<file path="src/sv/rc4s_pkg.sv">
package rc4s_pkg;

    localparam int SBOX_DEPTH = 256;
    localparam int BYTE_W     = 8;
    localparam int DIGEST_W   = 128;
    localparam int BLOCK_W    = 512;

    localparam logic [31:0] MD5_A0 = 32'h67452301;
    localparam logic [31:0] MD5_B0 = 32'hefcdab89;
    localparam logic [31:0] MD5_C0 = 32'h98badcfe;
    localparam logic [31:0] MD5_D0 = 32'h10325476;

    localparam logic [31:0] MD5_K [64] = '{
        32'hd76aa478, 32'he8c7b756, 32'h242070db, 32'hc1bdceee,
        32'hf57c0faf, 32'h4787c62a, 32'ha8304613, 32'hfd469501,
        32'h698098d8, 32'h8b44f7af, 32'hffff5bb1, 32'h895cd7be,
        32'h6b901122, 32'hfd987193, 32'ha679438e, 32'h49b40821,
        32'hf61e2562, 32'hc040b340, 32'h265e5a51, 32'he9b6c7aa,
        32'hd62f105d, 32'h02441453, 32'hd8a1e681, 32'he7d3fbc8,
        32'h21e1cde6, 32'hc33707d6, 32'hf4d50d87, 32'h455a14ed,
        32'ha9e3e905, 32'hfcefa3f8, 32'h676f02d9, 32'h8d2a4c8a,
        32'hfffa3942, 32'h8771f681, 32'h6d9d6122, 32'hfde5380c,
        32'ha4beea44, 32'h4bdecfa9, 32'hf6bb4b60, 32'hbebfbc70,
        32'h289b7ec6, 32'heaa127fa, 32'hd4ef3085, 32'h04881d05,
        32'hd9d4d039, 32'he6db99e5, 32'h1fa27cf8, 32'hc4ac5665,
        32'hf4292244, 32'h432aff97, 32'hab9423a7, 32'hfc93a039,
        32'h655b59c3, 32'h8f0ccc92, 32'hffeff47d, 32'h85845dd1,
        32'h6fa87e4f, 32'hfe2ce6e0, 32'ha3014314, 32'h4e0811a1,
        32'hf7537e82, 32'hbd3af235, 32'h2ad7d2bb, 32'heb86d391
    };

    localparam logic [4:0] MD5_S [16] = '{
        5'd7, 5'd12, 5'd17, 5'd22, 5'd5, 5'd9, 5'd14, 5'd20,
        5'd4, 5'd11, 5'd16, 5'd23, 5'd6, 5'd10, 5'd15, 5'd21
    };

    typedef enum logic [10:0] {
        ST_IDLE = 11'b00000000001,
        ST_HASH = 11'b00000000010,
        ST_FILL = 11'b00000000100,
        ST_KS_A = 11'b00000001000,
        ST_KS_B = 11'b00000010000,
        ST_KS_C = 11'b00000100000,
        ST_KS_D = 11'b00001000000,
        ST_PR_A = 11'b00010000000,
        ST_PR_B = 11'b00100000000,
        ST_PR_C = 11'b01000000000,
        ST_PR_D = 11'b10000000000
    } rc4s_state_t;

endpackage

</file>
<file path="src/sv/rc4s_ram.sv">
module rc4s_ram #(
    parameter int WIDTH = 8,
    parameter int DEPTH = 256
) (
    input  logic                     clk,
    input  logic                     we,
    input  logic [$clog2(DEPTH)-1:0] waddr,
    input  logic [WIDTH-1:0]         wdata,
    input  logic [$clog2(DEPTH)-1:0] raddr,
    output logic [WIDTH-1:0]         rdata
);

    logic [WIDTH-1:0] mem [DEPTH];

    // read returns the old contents on a same-address write
    always_ff @(posedge clk)
    begin
        if (we)
        begin
            mem[waddr] <= wdata;
        end
        rdata <= mem[raddr];
    end

endmodule

</file>
<file path="src/sv/rc4s_md5.sv">
module rc4s_md5
    import rc4s_pkg::*;
(
    input  logic                clk,
    input  logic                rst_n,
    input  logic                start,
    input  logic [BLOCK_W-1:0]  block,
    output logic                done,
    output logic [DIGEST_W-1:0] digest
);

    logic        busy_reg, busy_next;
    logic        done_reg, done_next;
    logic [5:0]  round_reg, round_next;
    logic [31:0] a_reg, a_next, b_reg, b_next, c_reg, c_next, d_reg, d_next;
    logic [31:0] f, sum, word;
    logic [3:0]  g;
    logic [63:0] dbl;

    // one round per cycle
    always_comb
    begin
        case (round_reg[5:4])
            2'd0:
            begin
                f = (b_reg & c_reg) | (~b_reg & d_reg);
                g = round_reg[3:0];
            end
            2'd1:
            begin
                f = (d_reg & b_reg) | (~d_reg & c_reg);
                g = 4'(5 * round_reg + 1);
            end
            2'd2:
            begin
                f = b_reg ^ c_reg ^ d_reg;
                g = 4'(3 * round_reg + 5);
            end
            default:
            begin
                f = c_reg ^ (b_reg | ~d_reg);
                g = 4'(7 * round_reg);
            end
        endcase
        word = block[32*g +: 32];
        sum  = a_reg + f + MD5_K[round_reg] + word;
        dbl  = {sum, sum} << MD5_S[{round_reg[5:4], round_reg[1:0]}];

        busy_next  = busy_reg;
        done_next  = 1'b0;
        round_next = round_reg;
        a_next     = a_reg;
        b_next     = b_reg;
        c_next     = c_reg;
        d_next     = d_reg;
        if (start)
        begin
            busy_next  = 1'b1;
            round_next = '0;
            a_next     = MD5_A0;
            b_next     = MD5_B0;
            c_next     = MD5_C0;
            d_next     = MD5_D0;
        end
        else if (busy_reg)
        begin
            a_next     = d_reg;
            d_next     = c_reg;
            c_next     = b_reg;
            b_next     = b_reg + dbl[63:32];
            round_next = round_reg + 6'd1;
            if (round_reg == 6'd63)
            begin
                busy_next = 1'b0;
                done_next = 1'b1;
            end
        end
    end

    always_ff @(posedge clk or negedge rst_n)
    begin
        if (!rst_n)
        begin
            busy_reg  <= 1'b0;
            done_reg  <= 1'b0;
            round_reg <= '0;
        end
        else
        begin
            busy_reg  <= busy_next;
            done_reg  <= done_next;
            round_reg <= round_next;
        end
    end

    always_ff @(posedge clk)
    begin
        a_reg <= a_next;
        b_reg <= b_next;
        c_reg <= c_next;
        d_reg <= d_next;
    end

    assign done   = done_reg;
    assign digest = {d_reg + MD5_D0, c_reg + MD5_C0, b_reg + MD5_B0, a_reg + MD5_A0};

endmodule

</file>
<file path="src/sv/object_rc4_stream_decrypt.sv">
// per-object rc4 stream decryption with an md5-derived object key: each request
// carries one cipher byte with its object and generation numbers and first/last
// marks, and yields one plain byte. a request with first_byte set hashes the
// document key, object and generation bytes (64 md5 rounds, one per cycle),
// refills the 256-entry permutation memory and runs the key schedule (read,
// read, write, write for each entry) before its byte is decrypted. every byte
// is decrypted in steps: read, read, swap-write plus keystream read, write,
// serialized by the single read and write port of the permutation memory.
// document_key may only be written while the block is idle; cfg_ready is always
// high. the result sits in an output register so a stalled result does not
// block the request that follows it from being staged once it drains
module object_rc4_stream_decrypt
    import rc4s_pkg::*;
#(
    parameter int KEY_BYTES = 5
) (
    input  logic        clk,
    input  logic        rst_n,
    input  logic        cfg_valid,
    output logic        cfg_ready,
    input  logic [39:0] document_key,
    input  logic        in_valid,
    output logic        in_stall,
    input  logic [23:0] object_number,
    input  logic [15:0] generation_number,
    input  logic [7:0]  data_byte,
    input  logic        first_byte,
    input  logic        last_byte,
    output logic        out_valid,
    input  logic        out_stall,
    output logic [7:0]  plain_byte,
    output logic        end_of_object
);

    localparam int MSG_LEN = KEY_BYTES + 5;
    localparam int KEY_LEN = (MSG_LEN > 16) ? 16 : MSG_LEN;
    localparam int KIDX_W  = $clog2(KEY_LEN);
    localparam int AW      = $clog2(SBOX_DEPTH);

    rc4s_state_t state_reg, state_next;

    logic [39:0]         doc_key_reg;
    logic [23:0]         obj_reg, obj_next;
    logic [15:0]         gen_reg, gen_next;
    logic [7:0]          data_reg, data_next;
    logic                last_reg, last_next;
    logic [DIGEST_W-1:0] digest_reg, digest_next;
    logic [AW-1:0]       i_reg, i_next, j_reg, j_next, t_reg, t_next;
    logic [7:0]          si_reg, si_next, sj_reg, sj_next;
    logic [KIDX_W-1:0]   kidx_reg, kidx_next;
    logic                out_valid_reg, out_valid_next;
    logic [7:0]          plain_reg, plain_next;
    logic                eoo_reg, eoo_next;

    logic                in_accept;
    logic                ram_we;
    logic [AW-1:0]       ram_waddr, ram_raddr, jn;
    logic [7:0]          ram_wdata, ram_rdata, key_byte, ks;
    logic                md5_start, md5_done;
    logic [DIGEST_W-1:0] md5_digest;
    logic [BLOCK_W-1:0]  block;

    // padded one-block key message, byte k in bits 8k+7..8k
    genvar k;
    generate
        for (k = 0; k < 64; k++)
        begin : g_msg
            if (k < KEY_BYTES)
            begin : g_key
                if (k < 5)
                begin : g_doc
                    assign block[8*k +: 8] = doc_key_reg[8*(4-k) +: 8];
                end
                else
                begin : g_zero
                    assign block[8*k +: 8] = 8'h00;
                end
            end
            else if (k < KEY_BYTES + 3)
            begin : g_obj
                assign block[8*k +: 8] = obj_reg[8*(k-KEY_BYTES) +: 8];
            end
            else if (k < MSG_LEN)
            begin : g_gen
                assign block[8*k +: 8] = gen_reg[8*(k-KEY_BYTES-3) +: 8];
            end
            else if (k == MSG_LEN)
            begin : g_pad
                assign block[8*k +: 8] = 8'h80;
            end
            else if (k == 56)
            begin : g_len
                assign block[8*k +: 8] = 8'(MSG_LEN * 8);
            end
            else
            begin : g_fill
                assign block[8*k +: 8] = 8'h00;
            end
        end
    endgenerate

    rc4s_md5 u_md5 (
        .clk    (clk),
        .rst_n  (rst_n),
        .start  (md5_start),
        .block  (block),
        .done   (md5_done),
        .digest (md5_digest)
    );

    // permutation table
    rc4s_ram #(
        .WIDTH (BYTE_W),
        .DEPTH (SBOX_DEPTH)
    ) u_sbox (
        .clk   (clk),
        .we    (ram_we),
        .waddr (ram_waddr),
        .wdata (ram_wdata),
        .raddr (ram_raddr),
        .rdata (ram_rdata)
    );

    assign cfg_ready = 1'b1;
    // stage a new request only when idle and the result slot is free or draining
    assign in_stall  = !((state_reg == ST_IDLE) && (!out_valid_reg || !out_stall));
    assign in_accept = in_valid && !in_stall;
    assign key_byte  = digest_reg[8*kidx_reg +: 8];

    always_comb
    begin
        state_next     = state_reg;
        obj_next       = obj_reg;
        gen_next       = gen_reg;
        data_next      = data_reg;
        last_next      = last_reg;
        digest_next    = digest_reg;
        i_next         = i_reg;
        j_next         = j_reg;
        t_next         = t_reg;
        si_next        = si_reg;
        sj_next        = sj_reg;
        kidx_next      = kidx_reg;
        out_valid_next = out_valid_reg;
        plain_next     = plain_reg;
        eoo_next       = eoo_reg;
        ram_we         = 1'b0;
        ram_waddr      = i_reg;
        ram_wdata      = ram_rdata;
        ram_raddr      = i_reg;
        md5_start      = 1'b0;
        jn             = j_reg;
        ks             = ram_rdata;

        if (out_valid_reg && !out_stall)
        begin
            out_valid_next = 1'b0;
        end

        case (state_reg)
            ST_IDLE:
            begin
                if (in_accept)
                begin
                    obj_next  = object_number;
                    gen_next  = generation_number;
                    data_next = data_byte;
                    last_next = last_byte;
                    if (first_byte)
                    begin
                        md5_start  = 1'b1;
                        state_next = ST_HASH;
                    end
                    else
                    begin
                        i_next     = i_reg + 8'd1;
                        state_next = ST_PR_A;
                    end
                end
            end
            ST_HASH:
            begin
                if (md5_done)
                begin
                    digest_next = md5_digest;
                    i_next      = '0;
                    state_next  = ST_FILL;
                end
            end
            ST_FILL:
            begin
                // identity permutation
                ram_we    = 1'b1;
                ram_wdata = i_reg;
                i_next    = i_reg + 8'd1;
                if (i_reg == 8'hff)
                begin
                    j_next     = '0;
                    kidx_next  = '0;
                    state_next = ST_KS_A;
                end
            end
            ST_KS_A:
            begin
                state_next = ST_KS_B;
            end
            ST_KS_B:
            begin
                si_next    = ram_rdata;
                jn         = j_reg + ram_rdata + key_byte;
                j_next     = jn;
                ram_raddr  = jn;
                state_next = ST_KS_C;
            end
            ST_KS_C:
            begin
                ram_we     = 1'b1;
                state_next = ST_KS_D;
            end
            ST_KS_D:
            begin
                ram_we    = 1'b1;
                ram_waddr = j_reg;
                ram_wdata = si_reg;
                kidx_next = (kidx_reg == KIDX_W'(KEY_LEN - 1)) ? '0 : kidx_reg + 1'b1;
                if (i_reg == 8'hff)
                begin
                    // keystream starts with both indices cleared, walk index pre-incremented
                    i_next     = 8'd1;
                    j_next     = '0;
                    state_next = ST_PR_A;
                end
                else
                begin
                    i_next     = i_reg + 8'd1;
                    state_next = ST_KS_A;
                end
            end
            ST_PR_A:
            begin
                state_next = ST_PR_B;
            end
            ST_PR_B:
            begin
                si_next    = ram_rdata;
                jn         = j_reg + ram_rdata;
                j_next     = jn;
                ram_raddr  = jn;
                state_next = ST_PR_C;
            end
            ST_PR_C:
            begin
                // write s[i] = s[j] while reading the keystream entry
                sj_next    = ram_rdata;
                ram_we     = 1'b1;
                t_next     = si_reg + ram_rdata;
                ram_raddr  = si_reg + ram_rdata;
                state_next = ST_PR_D;
            end
            ST_PR_D:
            begin
                ram_we    = 1'b1;
                ram_waddr = j_reg;
                ram_wdata = si_reg;
                // forward the swapped entries, the read saw them before the swap
                if (t_reg == i_reg)
                begin
                    ks = sj_reg;
                end
                else if (t_reg == j_reg)
                begin
                    ks = si_reg;
                end
                plain_next     = data_reg ^ ks;
                eoo_next       = last_reg;
                out_valid_next = 1'b1;
                i_next         = i_reg;
                state_next     = ST_IDLE;
            end
            default:
            begin
                state_next = ST_IDLE;
            end
        endcase
    end

    always_ff @(posedge clk or negedge rst_n)
    begin
        if (!rst_n)
        begin
            state_reg     <= ST_IDLE;
            doc_key_reg   <= '0;
            i_reg         <= '0;
            j_reg         <= '0;
            out_valid_reg <= 1'b0;
        end
        else
        begin
            state_reg     <= state_next;
            i_reg         <= i_next;
            j_reg         <= j_next;
            out_valid_reg <= out_valid_next;
            if (cfg_valid && cfg_ready)
            begin
                doc_key_reg <= document_key;
            end
        end
    end

    always_ff @(posedge clk)
    begin
        obj_reg    <= obj_next;
        gen_reg    <= gen_next;
        data_reg   <= data_next;
        last_reg   <= last_next;
        digest_reg <= digest_next;
        t_reg      <= t_next;
        si_reg     <= si_next;
        sj_reg     <= sj_next;
        kidx_reg   <= kidx_next;
        plain_reg  <= plain_next;
        eoo_reg    <= eoo_next;
    end

    assign out_valid     = out_valid_reg;
    assign plain_byte    = plain_reg;
    assign end_of_object = eoo_reg;

endmodule

</file>
<file path="config.mk">
export PLATFORM = sky130hd
export DESIGN_NAME = object_rc4_stream_decrypt
export DESIGN_NICKNAME = d
export VERILOG_FILES = /design/src/sv/rc4s_pkg.sv /design/src/sv/rc4s_ram.sv /design/src/sv/rc4s_md5.sv /design/src/sv/object_rc4_stream_decrypt.sv
export SDC_FILE = /design/constraint.sdc
export NUM_CORES = 2
export LEC_CHECK = 0
export BUFFER_PORTS_ARGS = -buffer_cell sky130_fd_sc_hd__buf_2
export CAP_MARGIN = 20
export CORE_UTILIZATION = 45
export DETAILED_ROUTE_END_ITERATION = 12
export HOLD_SLACK_MARGIN = 0.08
export PLACE_DENSITY = 0.71
export SLEW_MARGIN = 20
export SYNTH_ARGS = -nofsm -noshare
export SYNTH_HDL_FRONTEND = slang
export SYNTH_SLANG_ARGS = --single-unit
</file>
<file path="constraint.sdc">
create_clock -name clk -period 9.3 [get_ports clk]
set_clock_uncertainty 0.1 [all_clocks]
set_input_delay 1.86 -clock clk [delete_from_list [all_inputs] [get_ports clk]]
set_output_delay 1.86 -clock clk [all_outputs]
set_load 0.05 [all_outputs]
</file>
==> results.cfg <==
[sta]
clock.fmax_mhz = 110
unrepaired_setup_endpoints_after_global_routing = yes
hold_viol = 0
worst_relative_slew_slack_pct = 9.96
worst_hold_slack_ns = 0.330
setup_viol = 0
period_share_pct = 98.0
final.min_clock_period_ns = 9.11
setup_tns_ns = 0
tightest_slew_ns = 1.34
timing_max_transition_violations_final = 0

[grt]
first_global_vias = 78655
antenna_found_initial = 18
grt_util_all_layers_pct = 27.8
pin_count_of_the_biggest_net_entering_global_routing = 225
globalRouteOverflowTotal = 0
grt_pass1_wl_um = 530000

[drt]
ant_nets = 0
detail_route.drc_violations = 0
avgRoutedWirePerCell_um = 27.0
post_drt_via_cell_ratio = 6.21
drt-total-wl_um = 366000
drt_iter0_markers = 12721
drt_pass1_iterations = 7
vias = 84159

[yosys]
syn_area_per_cell_um2 = 11.7
compound_gate_portion_of_the_synthesized_area_pct = 9.57
synth_mux_area_share_pct = 5.09
yosys.cell_types.count = 90
synth_xor_area_share_pct = 2.14
synth_ff_type = sky130_fd_sc_hd__edfxtp_1
post_synthesis_cell_count = 9740
postSynthRegisterBits = 2474
synth_seq_area_share_pct = 63.5
main_combinational_cell_family_by_area_after_synthesis = simple AND/OR/NAND/NOR gates
count_of_synthesis_stage_warnings_from_yosys = 0
async_reset_ff_share_pct = 3.07
synthesis.nets = 10022
synth_enable_flop_cells = 2262
synth_simple_gate_area_share_pct = 13.8
synthesis.area_um2 = 114000
adder_and_majority_cell_fraction_of_the_synthesized_area_pct = 2.49

[job]
max_cap_viol_count = 0

[critical_path]
slowest_stage = sky130_fd_sc_hd__or4_1
worst_r2r_startpoint = u_md5.round_reg[2]$_DFFE_PN0P_
worst_r2r_path_depth = 41
cp.depth = 41
category_of_cells_accounting_for_the_largest_share_of_critical_path_delay = adder cells
cpPeakStageDelay_ns = 0.55
critical_path.reg2reg.endpoint = u_md5.b_reg[31]$_SDFFE_PP1P_
startpoint_class = flop
crit_arrival_ns = 9.82
cp-startpoint = u_md5.round_reg[2]$_DFFE_PN0P_
rrSetupSlack_ns = 0.19
timing.setup.critical_path_class = reg2reg
worst-path-buf-inv = 9
critical_path.endpoint_type = flop
top_cell_by_count_worst_path = sky130_fd_sc_hd__buf_4
worstPathRequired_ns = 10.01
worst-path-max-fanout = 5
crit_end = u_md5.b_reg[31]$_SDFFE_PP1P_

[cts]
insertion_delay_ns = 0.89
clock_tree_sinks = 2474
cts_buffers = 235
max-clock-path-buffers = 3
tritoncts = built
ctsHtreeMaxLevel = 4
worst_setup_hold_path_clk_slew_ns = 0.06
cts-root-buf = sky130_fd_sc_hd__clkbuf_16

[finish]
finish.instance_area_um2 = 130000
layout.cells.most_common = sky130_fd_sc_hd__edfxtp_1
mostFrequentLayoutCells = sky130_fd_sc_hd__edfxtp_1, sky130_fd_sc_hd__nand2_1, sky130_fd_sc_hd__nor2_1
area.growth.synth_to_final_pct = 13.7
layout_cell_share_with_drive_strength_beyond_1_pct = 13.5
fin_util_pct = 51.6
nets = 10285
largest_register_ffs = 2048

[placed_design]
globalplace.congestion = 0.992
dpl.hpwl_um = 238000
dpl_cell_area_um2 = 121000
numPortBuffers = 105

[floorplan]
dieArea_um2 = 256000
starting_density_of_the_core_pct = 45.4
design.core.area_um2 = 252000
die_w_um = 506
chipHeight_um = 506
rows = 184
num_io_pins = 107

[worst_hold_path]
worst_hold_path_type = reg2reg

[run_status]
outcome = finished, final reports clean
## Yosys cell counts (123+ instances only)
cell type,count,area [µm²]
sky130_fd_sc_hd__nand2_1,2031,7620
sky130_fd_sc_hd__and3_1,156,976
sky130_fd_sc_hd__a21oi_1,508,2540
sky130_fd_sc_hd__dfxtp_1,136,2720
sky130_fd_sc_hd__nand3_1,552,2760
sky130_fd_sc_hd__inv_1,243,912
sky130_fd_sc_hd__o21ai_0,230,1150
sky130_fd_sc_hd__mux2i_1,373,3730
sky130_fd_sc_hd__nor2_1,628,2360
sky130_fd_sc_hd__a311oi_1,140,1230
sky130_fd_sc_hd__nor3_1,123,616
sky130_fd_sc_hd__buf_2,246,1230
sky130_fd_sc_hd__a31oi_1,152,951
sky130_fd_sc_hd__clkbuf_1,365,1370
sky130_fd_sc_hd__xnor2_1,180,1580
sky130_fd_sc_hd__edfxtp_1,2262,67900
## cells by family after synthesis
family	count (synthesis)
AOI/OAI and AO/OA	1664
xor gates and xnor gates	276
adders and majority gates	187
buffers and inverters	936
DFF	2474
muxes	493
other	1
and+or+nand+nor	3709
## timing repair
item	in CTS	in global routing
resized for setup	41	96
pin swaps	26	56
endpoints found under the setup margin	14	22
hold endpoints to repair	0	0
setup buffers	12	20
hold buffers	0	0
## metrics by stage
| stage | std cells | worst slack, ns |
|---|---|---|
| 3_3_place_gp | 13080 | -0.174 |
| 5_1_grt | 13556 | -0.217 |
| 3_5_place_dp | 13081 | -0.356 |
| 2_1_floorplan | 9740 | 0.0327 |
| 6_report | 13559 | 0.186 |
| 4_1_cts | 13534 | 0.0161 |
## worst min-delay path by stage
stage | depth (start not counted) | to | start
2_1_floorplan | 0 | end_of_object$_DFFE_PP_ | last_reg$_DFFE_PP_
5_1_grt | 0 | end_of_object$_DFFE_PP_ | last_reg$_DFFE_PP_
6_report | 0 | end_of_object$_DFFE_PP_ | last_reg$_DFFE_PP_
4_1_cts | 0 | end_of_object$_DFFE_PP_ | last_reg$_DFFE_PP_
3_3_place_gp | 0 | end_of_object$_DFFE_PP_ | last_reg$_DFFE_PP_
3_5_place_dp | 0 | end_of_object$_DFFE_PP_ | last_reg$_DFFE_PP_
## per-layer routing
layer	track usage, %	wire length (µm)	vias to the layer above
li1	-	-	36205
met1	39.1	142000	41246
met2	40.2	157000	5808
met3	8.72	52500	886
met4	10.4	15200	14
met5	0	87	-
## area by class of cell
type	count	area [µm²]
Multi-Input combinational cell	6330	38600
Inverter	245	922
Timing Repair Buffer	717	5710
Sequential cell	2474	72600
Fill cell	21225	122000
Clock inverter	163	1750
Antenna cell	4	10.0
Tap cell	3348	4190
Clock buffer	278	6160
## worst reg2reg max path: cells and delay by family (launching register included)
kind | cells | cell delay, ns
xor+xnor | 2 | 0.31
mux | 6 | 1.36
simple gates | 10 | 1.96
fa+ha+maj | 6 | 2.06
flops | 1 | 0.47
buf+inv | 9 | 1.09
compound gates | 8 | 1.68
Power is left out: the tool's default activity adds up to more than one toggle a clock period on the data nets, which glitch-free logic cannot reach.
